<file path="src/sv/cda_pkg.sv">
package cda_pkg;

   // Geometry of the bank table and the streams.
   localparam int unsigned BANKS       = 64;
   localparam int unsigned BANK_W      = 6;
   localparam int unsigned COLUMN_W    = 16;
   localparam int unsigned COUNT_W     = 21;
   localparam int unsigned OFFSET_W    = 32;
   localparam int unsigned SLOT_W      = 16;

   // Burst size in bytes; must be a power of two.
   localparam int unsigned BURST_SIZE  = 32;

   // Width of an end computation: offset plus payload plus padding.
   localparam int unsigned SUM_W       = OFFSET_W + 2;

   // One bank entry: padded ends of both streams and the next slot.
   typedef struct packed {
      logic [OFFSET_W-1:0] value_tail;
      logic [OFFSET_W-1:0] index_tail;
      logic [SLOT_W-1:0]   next_slot;
   } entry_type;

   // Sequencer states.
   typedef enum logic [0:0] {
      ST_IDLE,
      ST_UPDATE
   } state_type;

endpackage

</file>
<file path="src/sv/cda_alloc_calc.sv">
module cda_alloc_calc (
   input  cda_pkg::entry_type               cur,
   input  logic [cda_pkg::COUNT_W-1:0]      count,
   output cda_pkg::entry_type               nxt,
   output logic                             overflow
);

   localparam logic [cda_pkg::SUM_W-1:0] PAD = cda_pkg::SUM_W'(cda_pkg::BURST_SIZE - 1);

   logic [cda_pkg::SUM_W-1:0] value_sum;
   logic [cda_pkg::SUM_W-1:0] index_sum;
   logic [cda_pkg::SUM_W-1:0] value_pad;
   logic [cda_pkg::SUM_W-1:0] index_pad;

   // Stored ends are always burst aligned, so they serve as the offsets.
   // New ends: offset plus payload (2 or 4 bytes per element), padded up.
   always_comb begin
      value_sum = cda_pkg::SUM_W'(cur.value_tail) + cda_pkg::SUM_W'({count, 1'b0}) + PAD;
      index_sum = cda_pkg::SUM_W'(cur.index_tail) + cda_pkg::SUM_W'({count, 2'b00}) + PAD;
      value_pad = value_sum & ~PAD;
      index_pad = index_sum & ~PAD;
      overflow  = (|value_pad[cda_pkg::SUM_W-1:cda_pkg::OFFSET_W])
                | (|index_pad[cda_pkg::SUM_W-1:cda_pkg::OFFSET_W]);
      nxt.value_tail = value_pad[cda_pkg::OFFSET_W-1:0];
      nxt.index_tail = index_pad[cda_pkg::OFFSET_W-1:0];
      nxt.next_slot  = cur.next_slot + cda_pkg::SLOT_W'(1);
   end

endmodule

</file>
<file path="config.mk">
export PLATFORM = sky130hd
export DESIGN_NAME = cda_alloc_calc
export DESIGN_NICKNAME = d
export VERILOG_FILES = /design/src/sv/cda_pkg.sv /design/src/sv/cda_alloc_calc.sv
export SDC_FILE = /design/constraint.sdc
export NUM_CORES = 1
export LEC_CHECK = 0
export CAP_MARGIN = 0
export CORE_MARGIN = 5
export CORE_UTILIZATION = 50
export DETAILED_ROUTE_END_ITERATION = 8
export DONT_BUFFER_PORTS = 1
export MAX_ROUTING_LAYER = met4
export SETUP_SLACK_MARGIN = 0.5
export SYNTH_ARGS = -nofsm -noshare
export SYNTH_HDL_FRONTEND = slang
export SYNTH_SLANG_ARGS = --single-unit
</file>
<file path="constraint.sdc">
create_clock -name vclk -period 4.25
set_input_delay 0.6375 -clock vclk [all_inputs]
set_output_delay 0.6375 -clock vclk [all_outputs]
set_load 0.05 [all_outputs]
</file>
==> results.py <==
metrics = {
    "status": {
        "status": "completed",
    },
    "global_route": {
        "antenna_found_initial": 0,
        "grt_pass1_wl_microns": 12450,
        "grt_overflow": 0,
        "grt_pass1_vias": 2988,
        "grt.total_usage_pct": 19.87,
        "grt_max_degree": 9,
    },
    "routing": {
        "drc_errors": 0,
        "ant_nets": 0,
        "wire_per_inst_microns": 14.99,
        "drt_pass1_iterations": 4,
        "drt_iter0_markers": 47,
        "vias_per_cell": 5.589,
        "finalWirelength_microns": 7959,
        "vias": 2968,
    },
    "floorplan": {
        "initial_core_util_pct": 51.00,
        "dieArea_sq_um": 7653,
        "rows": 28,
        "chipWidth_microns": 87.48,
        "chipHeight_microns": 87.48,
        "coreArea_sq_um": 5886,
        "io_pins": 182,
    },
    "yosys": {
        "yosys_warnings": 0,
        "seq_area_frac_synth_pct": 0,
        "syn_area_sq_um": 3002,
        "yosysUniqueCellTypes": 53,
        "syn_avg_cell_area_sq_um": 7.523,
        "syn_inst": 399,
    },
    "final_layout": {
        "drive_gt1_share_pct": 25.44,
        "nets": 645,
        "nClkBuffers": 0,
        "syn2layout_area_growth_pct": 31.05,
        "seq_area_sq_um": 0,
        "utilization_pct": 66.84,
        "final_common_cell": "ha_1",
        "antennaDiodeCount": 0,
        "fin_cells": 531,
        "mostFrequentLayoutCells": "ha_1, buf_4, inv_1",
        "seq_cell_count": 0,
    },
    "critical_path": {
        "crit_buf_inv": 1,
        "crit_path_max_incr_delay_ps": 520,
        "cp-end-kind": "output pin",
        "crit_required_ps": 3610,
        "crit_path_max_fanout": 8,
        "crit_family": "simple AND/OR/NAND/NOR gates",
        "crit_path_top_delay_cell": "or4_1",
        "crit_chain": "ha_1 > ha_4 > nand2_1 > or4_1 > a21oi_2 > o311a_4 > o21ai_4 > or3_4 > xnor2_2 > buf_6",
        "arrival_ps": 3050,
        "worstSetupStartpointType": "input port",
        "timing_worst_setup_path_type": "in -> out",
    },
    "power": {
        "p_total_mw": 1.212,
        "power.internal_uw": 396.2,
        "p_clk_share_pct": 0,
        "p_switching_uw": 815.7,
        "p_sw_share_pct": 67.31,
        "p_comb_share_pct": 100.0,
        "p_leak_nw": 1.994,
        "power_density_nw_per_um2": 308.1,
        "power_frac_seq_pct": 0,
        "peakVddDrop_v": 0.0003464,
    },
    "place": {
        "hpwl_microns": 7279,
        "port_buffers": 0,
        "dp.cells": 529,
        "gp_congestion": 0.8252,
        "dp_slack_ps": 412.7,
    },
    "timing": {
        "timing.final.max_slew_violations": 0,
        "slew_headroom_pct": 25.88,
        "tightestPinTransition_ps": 1104,
        "fmax_mhz": 271.1,
        "finalSetupViolCount": 0,
        "setup_tns_ps": 0,
        "setup_ws_ps": 560.7,
        "period_needed_ps": 3689,
        "hold_viol_final": 0,
        "fin_crit_sh_pct": 86.81,
        "grt_setup_unrepaired": "yes",
    },
    "run": {
        "max-cap-violations": 0,
    },
    "hold_path": {
        "min_path_type": "in -> out",
    },
    "cts": {
        "cts_hold_buf": 0,
    },
}
## stage by stage
step	instance area, sq um	hold WS, ps
after CTS	3752	1460
after global routing	3934	1461
after global placement	3671	1458
final	3934	1457
after floorplan	3226	1449
after detailed placement	3671	1460
## cells in the mapped netlist, drive strengths merged, types with 3 or more instances
| cell type | n | area share, % |
|---|---|---|
| xor2 | 24 | 7.0 |
| nor2 | 27 | 3.4 |
| a31oi | 4 | 0.83 |
| a21o | 15 | 3.8 |
| and2 | 4 | 0.83 |
| nand3 | 23 | 3.8 |
| and3 | 6 | 1.3 |
| nand3b | 3 | 0.75 |
| nor3 | 9 | 1.5 |
| a21oi | 26 | 4.5 |
| xnor2 | 41 | 12 |
| inv | 36 | 4.5 |
| o21bai | 5 | 1.3 |
| ha | 86 | 36 |
| o21ai | 12 | 2.5 |
| or3 | 3 | 0.63 |
| nand2 | 26 | 3.3 |
| nand4 | 6 | 1.3 |
| buf | 11 | 2.7 |
## cell type report
cell class | instances | area (sq um)
fillers | 539 | 1952
inverters | 36 | 135.1
multi-input cells | 360 | 3219
well taps | 75 | 93.84
repair buffers | 60 | 485.5
## cell families (layout without fill, tap and decap cells)
| logic type | count (synthesis) | in the layout | share of synthesized area [%] |
|---|---|---|---|
| buffers and inverters | 48 | 96 | 7.294 |
| AO/OA/AOI/OAI | 82 | 82 | 18.59 |
| other | 1 | 10 | 0.1249 |
| AND/OR/NAND/NOR | 117 | 117 | 19.18 |
| XOR/XNOR | 65 | 65 | 18.97 |
| adder cells (fa/ha/maj) | 86 | 86 | 35.85 |
## power by group through the flow
stage	logic, mW	clock network [mW]	registers [mW]
after floorplan	0.902	0	0
after CTS	1.17	0	0
final	1.21	0	0
after global placement	1.15	0	0
after detailed placement	1.15	0	0
after global routing	1.29	0	0
## routing by layer
metal	global-route usage, %	wire [microns]	share of wire (%)	vias up
li1	-	-	-	1512
met1	19.95	2819	35	1359
met2	40.00	4394	55	97
met3	5.203	745	9.4	0
met4	0.2789	0	0	0
met5	-	0	0	-
## worst paths after layout
check	end	slack [ps]	startpoint	cells past startpoint
hold / removal	nxt[0]	1460	cur[0]	1
setup / recovery	nxt[79]	560	cur[60]	10
## what timing repair did
item	4_1_cts	5_1_grt
buffers inserted	0	2
pin swaps	3	16
endpoints found under the setup margin	11	24
resized for setup	12	31
No activity file was read; power rests on OpenSTA's default activity.
